$ cat config.mk
export PLATFORM = sky130hd
export DESIGN_NAME = seconds_to_calendar_date_core_flat
export DESIGN_NICKNAME = d
export VERILOG_FILES = /design/src/rtl/s2cd_pkg.sv /design/src/rtl/s2cd_in_if.sv /design/src/rtl/s2cd_out_if.sv /design/src/rtl/s2cd_sequencer.sv /design/src/rtl/s2cd_datapath.sv /design/src/rtl/seconds_to_calendar_date_core.sv /design/src/flat_wrapper.sv
export SDC_FILE = /design/constraint.sdc
export NUM_CORES = 1
export LEC_CHECK = 0
export BUFFER_PORTS_ARGS = -buffer_cell sky130_fd_sc_hd__buf_2
export CORE_ASPECT_RATIO = 0.6
export CORE_UTILIZATION = 55
export DETAILED_ROUTE_END_ITERATION = 8
export PLACE_DENSITY = 0.71
export SLEW_MARGIN = 20
export SYNTH_ARGS = -nofsm -noshare
export SYNTH_HDL_FRONTEND = slang
export SYNTH_SLANG_ARGS = --single-unit
export TNS_END_PERCENT = 20
$ cat constraint.sdc
create_clock -name clk_i -period 12.9 [get_ports clk_i]
set_input_delay 1.29 -clock clk_i [delete_from_list [all_inputs] [get_ports clk_i]]
set_output_delay 1.29 -clock clk_i [all_outputs]
set_load 0.1 [all_outputs]
$ cat src/rtl/s2cd_pkg.sv
`default_nettype none
package s2cd_pkg;

  localparam int unsigned SecsW   = 32;
  localparam int unsigned YearW   = 12;
  localparam int unsigned MonthW  = 4;
  localparam int unsigned DayW    = 5;
  localparam int unsigned HourW   = 5;
  localparam int unsigned MinW    = 6;
  localparam int unsigned SecW    = 6;
  localparam int unsigned WdayW   = 3;
  localparam int unsigned DaysW   = 16;  // whole days since epoch, at most 49710
  localparam int unsigned QuotW   = 17;
  localparam int unsigned ShiftW  = 5;
  localparam int unsigned DivW    = 17;
  localparam int unsigned SubW    = SecsW + 1;
  localparam int unsigned YlenW   = 9;
  localparam int unsigned PcW     = 4;

  localparam logic [YearW-1:0]  EpochYear      = 12'd2017;
  // Only century year inside 2017..2153 that is not a leap year
  localparam logic [YearW-1:0]  CenturyNoLeap  = 12'd2100;
  localparam logic [DivW-1:0]   SecsPerDay     = 17'd86400;
  localparam logic [DivW-1:0]   SecsPerHour    = 17'd3600;
  localparam logic [DivW-1:0]   SecsPerMin     = 17'd60;
  localparam logic [DivW-1:0]   DaysPerWeek    = 17'd7;
  localparam logic [YlenW-1:0]  DaysLeapYear   = 9'd366;
  localparam logic [YlenW-1:0]  DaysCommonYear = 9'd365;
  localparam logic [MonthW-1:0] FirstMonth     = 4'd1;

  typedef logic [PcW-1:0] pc_t;

  typedef enum logic [2:0] {
    OP_WAIT,
    OP_DIV,
    OP_MOVQ,
    OP_SWAP,
    OP_YEAR,
    OP_MONTH,
    OP_EMIT
  } op_e;

  typedef enum logic [1:0] {
    DV_DAY,
    DV_HOUR,
    DV_MIN,
    DV_WEEK
  } dsel_e;

  typedef enum logic [2:0] {
    DST_NONE,
    DST_DAYS,
    DST_HOUR,
    DST_MIN,
    DST_SEC,
    DST_WDAY
  } dst_e;

  typedef struct packed {
    op_e              op;
    dsel_e            dsel;
    dst_e             dst;
    logic [ShiftW-1:0] k;
    pc_t              tgt;
  } ctrl_t;

  typedef struct packed {
    logic fire;
    logic k_nz;
    logic ge;
    logic out_free;
  } stat_t;

  localparam pc_t ST_WAIT   = 4'd0;
  localparam pc_t ST_DDAY   = 4'd1;
  localparam pc_t ST_MDAY   = 4'd2;
  localparam pc_t ST_DHOUR  = 4'd3;
  localparam pc_t ST_MHOUR  = 4'd4;
  localparam pc_t ST_DMIN   = 4'd5;
  localparam pc_t ST_MMIN   = 4'd6;
  localparam pc_t ST_SSEC   = 4'd7;
  localparam pc_t ST_DWEEK  = 4'd8;
  localparam pc_t ST_SWDAY  = 4'd9;
  localparam pc_t ST_YEAR   = 4'd10;
  localparam pc_t ST_MONTH  = 4'd11;
  localparam pc_t ST_EMIT   = 4'd12;

  localparam logic [ShiftW-1:0] KDay  = 5'd16;
  localparam logic [ShiftW-1:0] KHour = 5'd4;
  localparam logic [ShiftW-1:0] KMin  = 5'd5;
  localparam logic [ShiftW-1:0] KWeek = 5'd12;
  localparam logic [ShiftW-1:0] KNone = 5'd0;

  // Microprogram: a jump goes to tgt when the step's condition holds
  function automatic ctrl_t ucode(input pc_t pc);
    ctrl_t w;
    w = '{op: OP_MOVQ, dsel: DV_DAY, dst: DST_NONE, k: KNone, tgt: ST_WAIT};
    case (pc)
      ST_WAIT:  w = '{op: OP_WAIT,  dsel: DV_DAY,  dst: DST_NONE, k: KDay,  tgt: ST_WAIT};
      ST_DDAY:  w = '{op: OP_DIV,   dsel: DV_DAY,  dst: DST_NONE, k: KNone, tgt: ST_DDAY};
      ST_MDAY:  w = '{op: OP_MOVQ,  dsel: DV_DAY,  dst: DST_DAYS, k: KHour, tgt: ST_WAIT};
      ST_DHOUR: w = '{op: OP_DIV,   dsel: DV_HOUR, dst: DST_NONE, k: KNone, tgt: ST_DHOUR};
      ST_MHOUR: w = '{op: OP_MOVQ,  dsel: DV_DAY,  dst: DST_HOUR, k: KMin,  tgt: ST_WAIT};
      ST_DMIN:  w = '{op: OP_DIV,   dsel: DV_MIN,  dst: DST_NONE, k: KNone, tgt: ST_DMIN};
      ST_MMIN:  w = '{op: OP_MOVQ,  dsel: DV_DAY,  dst: DST_MIN,  k: KNone, tgt: ST_WAIT};
      ST_SSEC:  w = '{op: OP_SWAP,  dsel: DV_DAY,  dst: DST_SEC,  k: KWeek, tgt: ST_WAIT};
      ST_DWEEK: w = '{op: OP_DIV,   dsel: DV_WEEK, dst: DST_NONE, k: KNone, tgt: ST_DWEEK};
      ST_SWDAY: w = '{op: OP_SWAP,  dsel: DV_DAY,  dst: DST_WDAY, k: KNone, tgt: ST_WAIT};
      ST_YEAR:  w = '{op: OP_YEAR,  dsel: DV_DAY,  dst: DST_NONE, k: KNone, tgt: ST_YEAR};
      ST_MONTH: w = '{op: OP_MONTH, dsel: DV_DAY,  dst: DST_NONE, k: KNone, tgt: ST_MONTH};
      ST_EMIT:  w = '{op: OP_EMIT,  dsel: DV_DAY,  dst: DST_NONE, k: KNone, tgt: ST_WAIT};
      default:  w = '{op: OP_MOVQ,  dsel: DV_DAY,  dst: DST_NONE, k: KNone, tgt: ST_WAIT};
    endcase
    return w;
  endfunction

  function automatic logic [DivW-1:0] div_const(input dsel_e sel);
    logic [DivW-1:0] v;
    case (sel)
      DV_DAY:  v = SecsPerDay;
      DV_HOUR: v = SecsPerHour;
      DV_MIN:  v = SecsPerMin;
      DV_WEEK: v = DaysPerWeek;
      default: v = SecsPerDay;
    endcase
    return v;
  endfunction

  function automatic logic [DayW-1:0] month_len(input logic [MonthW-1:0] m, input logic leap);
    logic [DayW-1:0] v;
    case (m)
      4'd2:    v = leap ? 5'd29 : 5'd28;
      4'd4, 4'd6, 4'd9, 4'd11: v = 5'd30;
      default: v = 5'd31;
    endcase
    return v;
  endfunction

endpackage
`default_nettype wire

$ cat src/rtl/s2cd_in_if.sv
`default_nettype none
interface s2cd_in_if;
  logic        valid;
  logic        ready;
  logic [31:0] seconds_count;

  modport source (output valid, output seconds_count, input ready);
  modport sink   (input valid, input seconds_count, output ready);
endinterface
`default_nettype wire

$ cat src/rtl/s2cd_out_if.sv
`default_nettype none
interface s2cd_out_if;
  logic        valid;
  logic        ready;
  logic [11:0] calendar_year;
  logic [3:0]  calendar_month;
  logic [4:0]  day_of_month;
  logic [4:0]  hour_of_day;
  logic [5:0]  minute_of_hour;
  logic [5:0]  second_of_minute;
  logic [2:0]  weekday;

  modport source (output valid, output calendar_year, output calendar_month,
                  output day_of_month, output hour_of_day, output minute_of_hour,
                  output second_of_minute, output weekday, input ready);
  modport sink   (input valid, input calendar_year, input calendar_month,
                  input day_of_month, input hour_of_day, input minute_of_hour,
                  input second_of_minute, input weekday, output ready);
endinterface
`default_nettype wire

$ cat src/rtl/s2cd_sequencer.sv
`default_nettype none
module s2cd_sequencer (
  input  wire logic          clk_i,
  input  wire logic          rst_ni,
  input  wire s2cd_pkg::stat_t stat_i,
  output s2cd_pkg::ctrl_t    ctrl_o
);
  import s2cd_pkg::*;

  pc_t   pc_q, pc_d;
  ctrl_t ctrl;
  logic  hold, jump;

  assign ctrl   = ucode(pc_q);
  assign ctrl_o = ctrl;

  always_comb begin
    hold = 1'b0;
    jump = 1'b0;
    case (ctrl.op)
      OP_WAIT:  hold = !stat_i.fire;
      OP_DIV:   jump = stat_i.k_nz;
      OP_YEAR:  jump = stat_i.ge;
      OP_MONTH: jump = stat_i.ge;
      OP_EMIT: begin
        hold = !stat_i.out_free;
        jump = stat_i.out_free;
      end
      default: begin
        hold = 1'b0;
        jump = 1'b0;
      end
    endcase
    if (hold) begin
      pc_d = pc_q;
    end else if (jump) begin
      pc_d = ctrl.tgt;
    end else begin
      pc_d = pc_q + pc_t'(1);
    end
  end

  always_ff @(posedge clk_i or negedge rst_ni) begin
    if (!rst_ni) begin
      pc_q <= ST_WAIT;
    end else begin
      pc_q <= pc_d;
    end
  end

endmodule
`default_nettype wire

$ cat src/rtl/s2cd_datapath.sv
`default_nettype none
module s2cd_datapath (
  input  wire logic       clk_i,
  input  wire logic       rst_ni,
  s2cd_in_if.sink         in_i,
  s2cd_out_if.source      out_o,
  input  wire s2cd_pkg::ctrl_t ctrl_i,
  output s2cd_pkg::stat_t stat_o
);
  import s2cd_pkg::*;

  // working registers
  logic [SecsW-1:0]  a_q, a_d;
  logic [QuotW-1:0]  q_q, q_d;
  logic [ShiftW-1:0] k_q, k_d;
  logic [DaysW-1:0]  days_q, days_d;
  logic [HourW-1:0]  hour_q, hour_d;
  logic [MinW-1:0]   min_q, min_d;
  logic [SecW-1:0]   sec_q, sec_d;
  logic [WdayW-1:0]  wday_q, wday_d;
  logic [YearW-1:0]  year_q, year_d;
  logic [MonthW-1:0] month_q, month_d;

  // result register
  logic              out_valid_q, out_valid_d;
  logic [YearW-1:0]  o_year_q;
  logic [MonthW-1:0] o_month_q;
  logic [DayW-1:0]   o_day_q;
  logic [HourW-1:0]  o_hour_q;
  logic [MinW-1:0]   o_min_q;
  logic [SecW-1:0]   o_sec_q;
  logic [WdayW-1:0]  o_wday_q;

  logic              fire, out_free, emit, leap, ge;
  logic [YlenW-1:0]  ylen;
  logic [DayW-1:0]   mlen;
  logic [SubW-1:0]   sub_a, sub_b, diff;

  assign in_i.ready = (ctrl_i.op == OP_WAIT);
  assign fire       = in_i.valid && in_i.ready;
  assign out_free   = !out_valid_q || out_o.ready;
  assign emit       = (ctrl_i.op == OP_EMIT) && out_free;

  // Valid for 2017..2153: 2100 is the only century year in reach
  assign leap = (year_q[1:0] == 2'b00) && (year_q != CenturyNoLeap);
  assign ylen = leap ? DaysLeapYear : DaysCommonYear;
  assign mlen = month_len(month_q, leap);

  // Shared compare-subtract unit
  always_comb begin
    case (ctrl_i.op)
      OP_DIV:   sub_b = SubW'(div_const(ctrl_i.dsel)) << k_q;
      OP_YEAR:  sub_b = SubW'(ylen);
      OP_MONTH: sub_b = SubW'(mlen);
      default:  sub_b = '0;
    endcase
  end
  assign sub_a = {1'b0, a_q};
  assign ge    = (sub_a >= sub_b);
  assign diff  = sub_a - sub_b;

  assign stat_o = '{fire: fire, k_nz: (k_q != '0), ge: ge, out_free: out_free};

  always_comb begin
    a_d     = a_q;
    q_d     = q_q;
    k_d     = k_q;
    days_d  = days_q;
    hour_d  = hour_q;
    min_d   = min_q;
    sec_d   = sec_q;
    wday_d  = wday_q;
    year_d  = year_q;
    month_d = month_q;
    case (ctrl_i.op)
      OP_WAIT: begin
        q_d = '0;
        k_d = ctrl_i.k;
        if (fire) begin
          a_d = in_i.seconds_count;
        end
      end
      OP_DIV: begin
        // restoring long division, one quotient bit per step
        if (ge) begin
          a_d      = diff[SecsW-1:0];
          q_d[k_q] = 1'b1;
        end
        if (k_q != '0) begin
          k_d = k_q - ShiftW'(1);
        end
      end
      OP_MOVQ: begin
        case (ctrl_i.dst)
          DST_DAYS: days_d = q_q[DaysW-1:0];
          DST_HOUR: hour_d = q_q[HourW-1:0];
          DST_MIN:  min_d  = q_q[MinW-1:0];
          default:  days_d = days_q;
        endcase
        q_d = '0;
        k_d = ctrl_i.k;
      end
      OP_SWAP: begin
        // save the remainder, reload the day count
        case (ctrl_i.dst)
          DST_SEC:  sec_d  = a_q[SecW-1:0];
          DST_WDAY: wday_d = a_q[WdayW-1:0];
          default:  sec_d  = sec_q;
        endcase
        a_d     = SecsW'(days_q);
        q_d     = '0;
        k_d     = ctrl_i.k;
        year_d  = EpochYear;
        month_d = FirstMonth;
      end
      OP_YEAR: begin
        if (ge) begin
          a_d    = diff[SecsW-1:0];
          year_d = year_q + YearW'(1);
        end
      end
      OP_MONTH: begin
        if (ge) begin
          a_d     = diff[SecsW-1:0];
          month_d = month_q + MonthW'(1);
        end
      end
      default: begin
        a_d = a_q;
      end
    endcase
  end

  always_comb begin
    out_valid_d = out_valid_q;
    if (out_o.valid && out_o.ready) begin
      out_valid_d = 1'b0;
    end
    if (emit) begin
      out_valid_d = 1'b1;
    end
  end

  always_ff @(posedge clk_i or negedge rst_ni) begin
    if (!rst_ni) begin
      out_valid_q <= 1'b0;
    end else begin
      out_valid_q <= out_valid_d;
    end
  end

  always_ff @(posedge clk_i) begin
    a_q     <= a_d;
    q_q     <= q_d;
    k_q     <= k_d;
    days_q  <= days_d;
    hour_q  <= hour_d;
    min_q   <= min_d;
    sec_q   <= sec_d;
    wday_q  <= wday_d;
    year_q  <= year_d;
    month_q <= month_d;
    if (emit) begin
      o_year_q  <= year_q;
      o_month_q <= month_q;
      o_day_q   <= a_q[DayW-1:0] + DayW'(1);
      o_hour_q  <= hour_q;
      o_min_q   <= min_q;
      o_sec_q   <= sec_q;
      o_wday_q  <= wday_q;
    end
  end

  assign out_o.valid            = out_valid_q;
  assign out_o.calendar_year    = o_year_q;
  assign out_o.calendar_month   = o_month_q;
  assign out_o.day_of_month     = o_day_q;
  assign out_o.hour_of_day      = o_hour_q;
  assign out_o.minute_of_hour   = o_min_q;
  assign out_o.second_of_minute = o_sec_q;
  assign out_o.weekday          = o_wday_q;

  a_busy_after_accept: assert property (@(posedge clk_i) disable iff (!rst_ni)
    fire |=> !in_i.ready)
    else $error("input accepted while a conversion is in flight");

  a_month_range: assert property (@(posedge clk_i) disable iff (!rst_ni)
    out_valid_q |-> (o_month_q >= 4'd1) && (o_month_q <= 4'd12))
    else $error("month out of range");

  a_time_range: assert property (@(posedge clk_i) disable iff (!rst_ni)
    out_valid_q |-> (o_hour_q < 5'd24) && (o_min_q < 6'd60) && (o_sec_q < 6'd60))
    else $error("time of day out of range");

  a_day_range: assert property (@(posedge clk_i) disable iff (!rst_ni)
    out_valid_q |-> (o_day_q != 5'd0) && (o_wday_q < 3'd7))
    else $error("day or weekday out of range");

endmodule
`default_nettype wire

$ cat src/rtl/seconds_to_calendar_date_core.sv
// Converts a 32-bit count of seconds since 2017-01-01 00:00:00 into the
// Gregorian year, month, day, hour, minute, second and weekday (0 is Sunday).
// One transaction is converted at a time: a short microprogram steers a
// single 33-bit compare-subtract unit through long division by 86400, 3600,
// 60 and 7, then walks whole years and months by subtraction. The block
// is ready for the next transaction in the same cycle that the result
// appears at the output, while that result may still wait there.
`default_nettype none
module seconds_to_calendar_date_core (
  input  wire logic  clk_i,
  input  wire logic  rst_ni,
  s2cd_in_if.sink    in_i,
  s2cd_out_if.source out_o
);
  import s2cd_pkg::*;

  ctrl_t ctrl;
  stat_t stat;

  s2cd_sequencer u_seq (
    .clk_i  (clk_i),
    .rst_ni (rst_ni),
    .stat_i (stat),
    .ctrl_o (ctrl)
  );

  s2cd_datapath u_dp (
    .clk_i  (clk_i),
    .rst_ni (rst_ni),
    .in_i   (in_i),
    .out_o  (out_o),
    .ctrl_i (ctrl),
    .stat_o (stat)
  );

endmodule
`default_nettype wire

$ cat src/flat_wrapper.sv
// flat-port wrapper written by rule: the top's interface ports become plain ports
module seconds_to_calendar_date_core_flat import s2cd_pkg::*;
  (clk_i, rst_ni, in_i_valid, in_i_seconds_count, in_i_ready, out_o_valid, out_o_calendar_year, out_o_calendar_month, out_o_day_of_month, out_o_hour_of_day, out_o_minute_of_hour, out_o_second_of_minute, out_o_weekday, out_o_ready);
  s2cd_in_if in_i_i ();
  s2cd_out_if out_o_i ();
  input  wire logic clk_i;
  input  wire logic rst_ni;
  input wire logic [$bits(in_i_i.valid)-1:0] in_i_valid;
  input wire logic [$bits(in_i_i.seconds_count)-1:0] in_i_seconds_count;
  output wire logic [$bits(in_i_i.ready)-1:0] in_i_ready;
  output wire logic [$bits(out_o_i.valid)-1:0] out_o_valid;
  output wire logic [$bits(out_o_i.calendar_year)-1:0] out_o_calendar_year;
  output wire logic [$bits(out_o_i.calendar_month)-1:0] out_o_calendar_month;
  output wire logic [$bits(out_o_i.day_of_month)-1:0] out_o_day_of_month;
  output wire logic [$bits(out_o_i.hour_of_day)-1:0] out_o_hour_of_day;
  output wire logic [$bits(out_o_i.minute_of_hour)-1:0] out_o_minute_of_hour;
  output wire logic [$bits(out_o_i.second_of_minute)-1:0] out_o_second_of_minute;
  output wire logic [$bits(out_o_i.weekday)-1:0] out_o_weekday;
  input wire logic [$bits(out_o_i.ready)-1:0] out_o_ready;
  assign in_i_i.valid = in_i_valid;
  assign in_i_i.seconds_count = in_i_seconds_count;
  assign in_i_ready = in_i_i.ready;
  assign out_o_valid = out_o_i.valid;
  assign out_o_calendar_year = out_o_i.calendar_year;
  assign out_o_calendar_month = out_o_i.calendar_month;
  assign out_o_day_of_month = out_o_i.day_of_month;
  assign out_o_hour_of_day = out_o_i.hour_of_day;
  assign out_o_minute_of_hour = out_o_i.minute_of_hour;
  assign out_o_second_of_minute = out_o_i.second_of_minute;
  assign out_o_weekday = out_o_i.weekday;
  assign out_o_i.ready = out_o_ready;
  seconds_to_calendar_date_core u_core (.clk_i(clk_i), .rst_ni(rst_ni), .in_i(in_i_i), .out_o(out_o_i));
endmodule
==> results by group <==
Outcome
  – Status: finished clean

Timing
  – Max-slew violations: 0
  – Final setup viols: 0
  – Fin. Hold Viols: 0
  – RSZ-0062 raised after global routing: false
  – Clk_skew: 0.01314 ns
  – Tcrit/Tclk final: 0.4971
  – Relative slew slack: 0.3716
  – Tmin final: 6.412 ns
  – Setup TNS: 0 ns
  – Worst-Margin Slew: 0.9406 ns
  – FMAX: 156.0 MHz

Detailed routing
  – Vias: 7392
  – Residual DRC: 0
  – First-pass DRT Iterations: 6
  – Routed len/inst: 20.48 um
  – WL final: 24100 um
  – Detail Route Antenna Nets: 0
  – Via density: 6.280
  – 1st-iter DRT viols: 1012

Worst setup path
  – Crit Path Max Fanout: 28
  – Reg2Reg Depth: 24
  – Cell mode on critical path: ha_1
  – Top delay family on crit path: compound AO/OA/AOI/OAI gates
  – CP Cell Sequence: inv_1 > ha_1 > and2_1 > nor2b_1 > a21o_1 > inv_1 > ha_1 > nor2b_1 > nor2_1 > a31oi_1 > mux2i_1 > and2_1 > a211oi_1 > o21ai_0 > ha_1 > nand3_2 > o211a_1 > o21ba_2 > o211ai_1 > o221ai_2 > o21ai_0 > a22oi_1 > o22ai_4 > buf_4
  – WP data arrival: 6.50 ns
  – Reg2Reg Setup Slack: 6.49 ns
  – CP required: 12.99 ns
  – Largest stage delay, worst path: 0.50 ns
  – Slowest-stage cell, CP: ha_1
  – Number of cells on the critical path: 24
  – Critical Path End Type: flip-flop
  – Critical path launch point type: flip-flop
  – Crit Path Class: flip-flop to flip-flop
  – Critical path buffers and inverters: 3

Global routing
  – GRT overflow: 0
  – GRT Total Usage: 0.2898
  – Initial antenna violation count: 0
  – Pin count of the biggest net entering global routing: 52
  – Met3 Usage GRT: 0.06662
  – GR Layer Usage met2: 0.3859
  – First-pass GRT wire length: 37070 um
  – Vias in the first global route: 6553
  – GRT met1 Usage: 0.4588
  – GRT Max-Usage Layer: met1

Clocking
  – Clk buf depth: 2
  – Clock root cell: clkbuf_16
  – Clock latency on the worst-skew pair: 0.44 ns
  – CTS tree: yes
  – Hold Buf Count CTS: 0
  – Clk sinks: 151
  – H-tree depth: 4
  – CTS Buf Count: 17
  – Post-CTS Setup Bufs: 0
  – Reg clk slew, reported paths: 0.07 ns
  – # resized after CTS: 0

Layout
  – Register area: 0.004509 mm^2
  – # diodes: 0
  – Nets: 1047
  – Number of filler cells placed in the layout: 1306
  – Layout cells sized above 1: 0.1591
  – Area occupied by multi-input gates: 0.004395 mm^2
  – Area delta synth->final: 13.58%

Yosys
  – Syn_area_per_cell: 10.32 um^2
  – Syn Nets: 978
  – Synth area leader: edfxtp_1
  – Cells after Synth: 886
  – Number of enable flip-flop cells after synthesis: 146
  – Sequential fraction of the synthesis area: 0.4933
  – Post-synth cell types: 80
  – Ys async rst share: 0.03311
  – Yosys reg bits: 151
  – Area share of the largest cell type after synthesis: 0.4796
  – Netlist Area Pre-Place: 0.009141 mm^2
  – Synth Warn #: 0
  – Top FF cell, synth: edfxtp_1
  – Top cells by area, synth: edfxtp_1, ha_1, a21oi_1

Die
  – Row count: 36
  – Initial Util: 0.5637
  – Die W: 168.4 um
  – Total die area: 0.01716 mm^2
  – Die Ht: 101.9 um
  – I/O Pins: 79
  – CORE AREA: 0.01622 mm^2

Placed design
  – HPWL Detailed: 17740 um
  – # port buffers: 78
  – Final Wtd Congestion: 0.9680

Worst hold path
  – WHS Path Cells: 0
  – Hold Crit Class: flip-flop to flip-flop

Flow run
  – Max_cap viols: 0
[layer usage]
layer / routed length (um) / part of all wire
met1: 11980 / 0.50
met2: 9301 / 0.39
met3: 2448 / 0.10
met4: 378 / 0.016
met5: 0 / 0
[worst paths after layout]
path | to | from
setup / recovery | u_core.u_dp.a_q[10] | u_core.u_seq.pc_q[1]
max in group asynchronous | u_core.u_seq.pc_q[1] | rst_ni
hold reg to reg | u_core.u_dp.out_o.minute_of_hour[0] | u_core.u_dp.min_q[0]
min in group asynchronous | u_core.u_dp.out_o.valid | rst_ni
setup reg to reg | u_core.u_dp.a_q[10] | u_core.u_seq.pc_q[1]
hold / removal | u_core.u_dp.out_o.minute_of_hour[0] | u_core.u_dp.min_q[0]
[worst reg2reg max path, stage by stage, from the launching register on]
cell and delay, ns:
dfrtp_1 0.46, inv_1 0.14, ha_1 0.31, and2_1 0.22, nor2b_1 0.15, a21o_1 0.27, inv_1 0.10, ha_1 0.25
nor2b_1 0.48, nor2_1 0.08, a31oi_1 0.17, mux2i_1 0.11, and2_1 0.17, a211oi_1 0.29, o21ai_0 0.24, ha_1 0.50
nand3_2 0.16, o211a_1 0.27, o21ba_2 0.24, o211ai_1 0.20, o221ai_2 0.24, o21ai_0 0.23, a22oi_1 0.13, o22ai_4 0.23
buf_4 0.42
[layout by cell type, fill, tap and decap left out, types with 8 or more instances in the layout]
master / instances
and2_1: 12
buf_4: 10
xnor2_1: 22
nor3_1: 16
ha_1: 55
a21o_1: 14
o21ai_0: 61
nand3_1: 40
edfxtp_1: 146
clkbuf_16: 17
inv_1: 25
buf_2: 78
and3_1: 13
nand2_1: 83
a22oi_1: 14
xor2_1: 20
nor2b_1: 14
a21oi_1: 77
mux2i_1: 11
nand2b_1: 8
nor2_1: 86
[state kept, by name, indices dropped and copies added, names as in the netlist]
| register | cells |
|---|---|
| u_core.u_dp.days_q | 16 |
| u_core.u_dp.wday_q | 3 |
| u_core.u_dp.out_o.second_of_minute | 6 |
| u_core.u_dp.q_q | 16 |
| u_core.u_dp.sec_q | 6 |
| u_core.u_dp.out_o.valid | 1 |
| u_core.u_dp.a_q | 32 |
| u_core.u_dp.out_o.day_of_month | 5 |
| u_core.u_seq.pc_q | 4 |
| u_core.u_dp.out_o.minute_of_hour | 6 |
| u_core.u_dp.year_q | 12 |
| u_core.u_dp.out_o.weekday | 3 |
| u_core.u_dp.min_q | 6 |
| u_core.u_dp.hour_q | 5 |
| u_core.u_dp.out_o.hour_of_day | 5 |
| u_core.u_dp.k_q | 5 |
| u_core.u_dp.out_o.calendar_year | 12 |
| u_core.u_dp.month_q | 4 |
| u_core.u_dp.out_o.calendar_month | 4 |
[cell usage after synthesis, types with 3 or more instances]
library cell and n:
a211oi_1 6, a21boi_0 3, a21o_1 14, a21oi_1 77, a221o_1 4, a22oi_1 14
a311oi_1 4, a31oi_1 7, and2_1 12, and3_1 13, buf_1 6, buf_2 5
buf_4 3, clkbuf_1 23, dfrtp_1 5, edfxtp_1 146, ha_1 55, inv_1 25
mux2_2 5, mux2i_1 11, nand2_1 83, nand2b_1 8, nand3_1 40, nor2_1 87
nor2b_1 15, nor3_1 16, nor3b_1 6, o211ai_1 3, o21a_1 5, o21ai_0 61
o21ai_1 4, o21bai_1 5, o22ai_1 8, o31ai_1 5, o32ai_1 5, or3_1 5
xnor2_1 22, xor2_1 20
[layout make-up]
cell class              instances  share of cell area
flip-flops and latches        151              0.4343
multi-input cells             671              0.4234
repair buffers                 88             0.04483
clock buffers                  17             0.04097
well taps                     209             0.02519
clock inverters                15             0.02193
inverters                      26            0.009400
[logic make-up after synthesis]
| logic type | Yosys count | synth area share |
|---|---|---|
| buffers and inverters | 64 | 0.02902 |
| XOR/XNOR | 42 | 0.04024 |
| adder cells (fa/ha/maj) | 56 | 0.07747 |
| flip-flops | 151 | 0.4933 |
| AND/OR/NAND/NOR | 302 | 0.1569 |
| AO/OA/AOI/OAI | 255 | 0.1849 |
| multiplexers | 16 | 0.01820 |
[metrics by stage]
step                worst slack, ns  instances  hold slack [ns]  area, um^2    util
global route                  6.096       1177           0.4133       10380  0.6403
CTS                           6.605       1177           0.4153       10380  0.6403
finish                        6.488       1177           0.4157       10380  0.6403
global placement              6.852       1145           0.4009        9729  0.6000
floorplan                     6.639        886           0.4003        9141       -
detailed placement            6.637       1145           0.4054        9729  0.6000
Power is left out: the tool's default activity adds up to more than one toggle a clock period on the data nets, which glitch-free logic cannot reach.
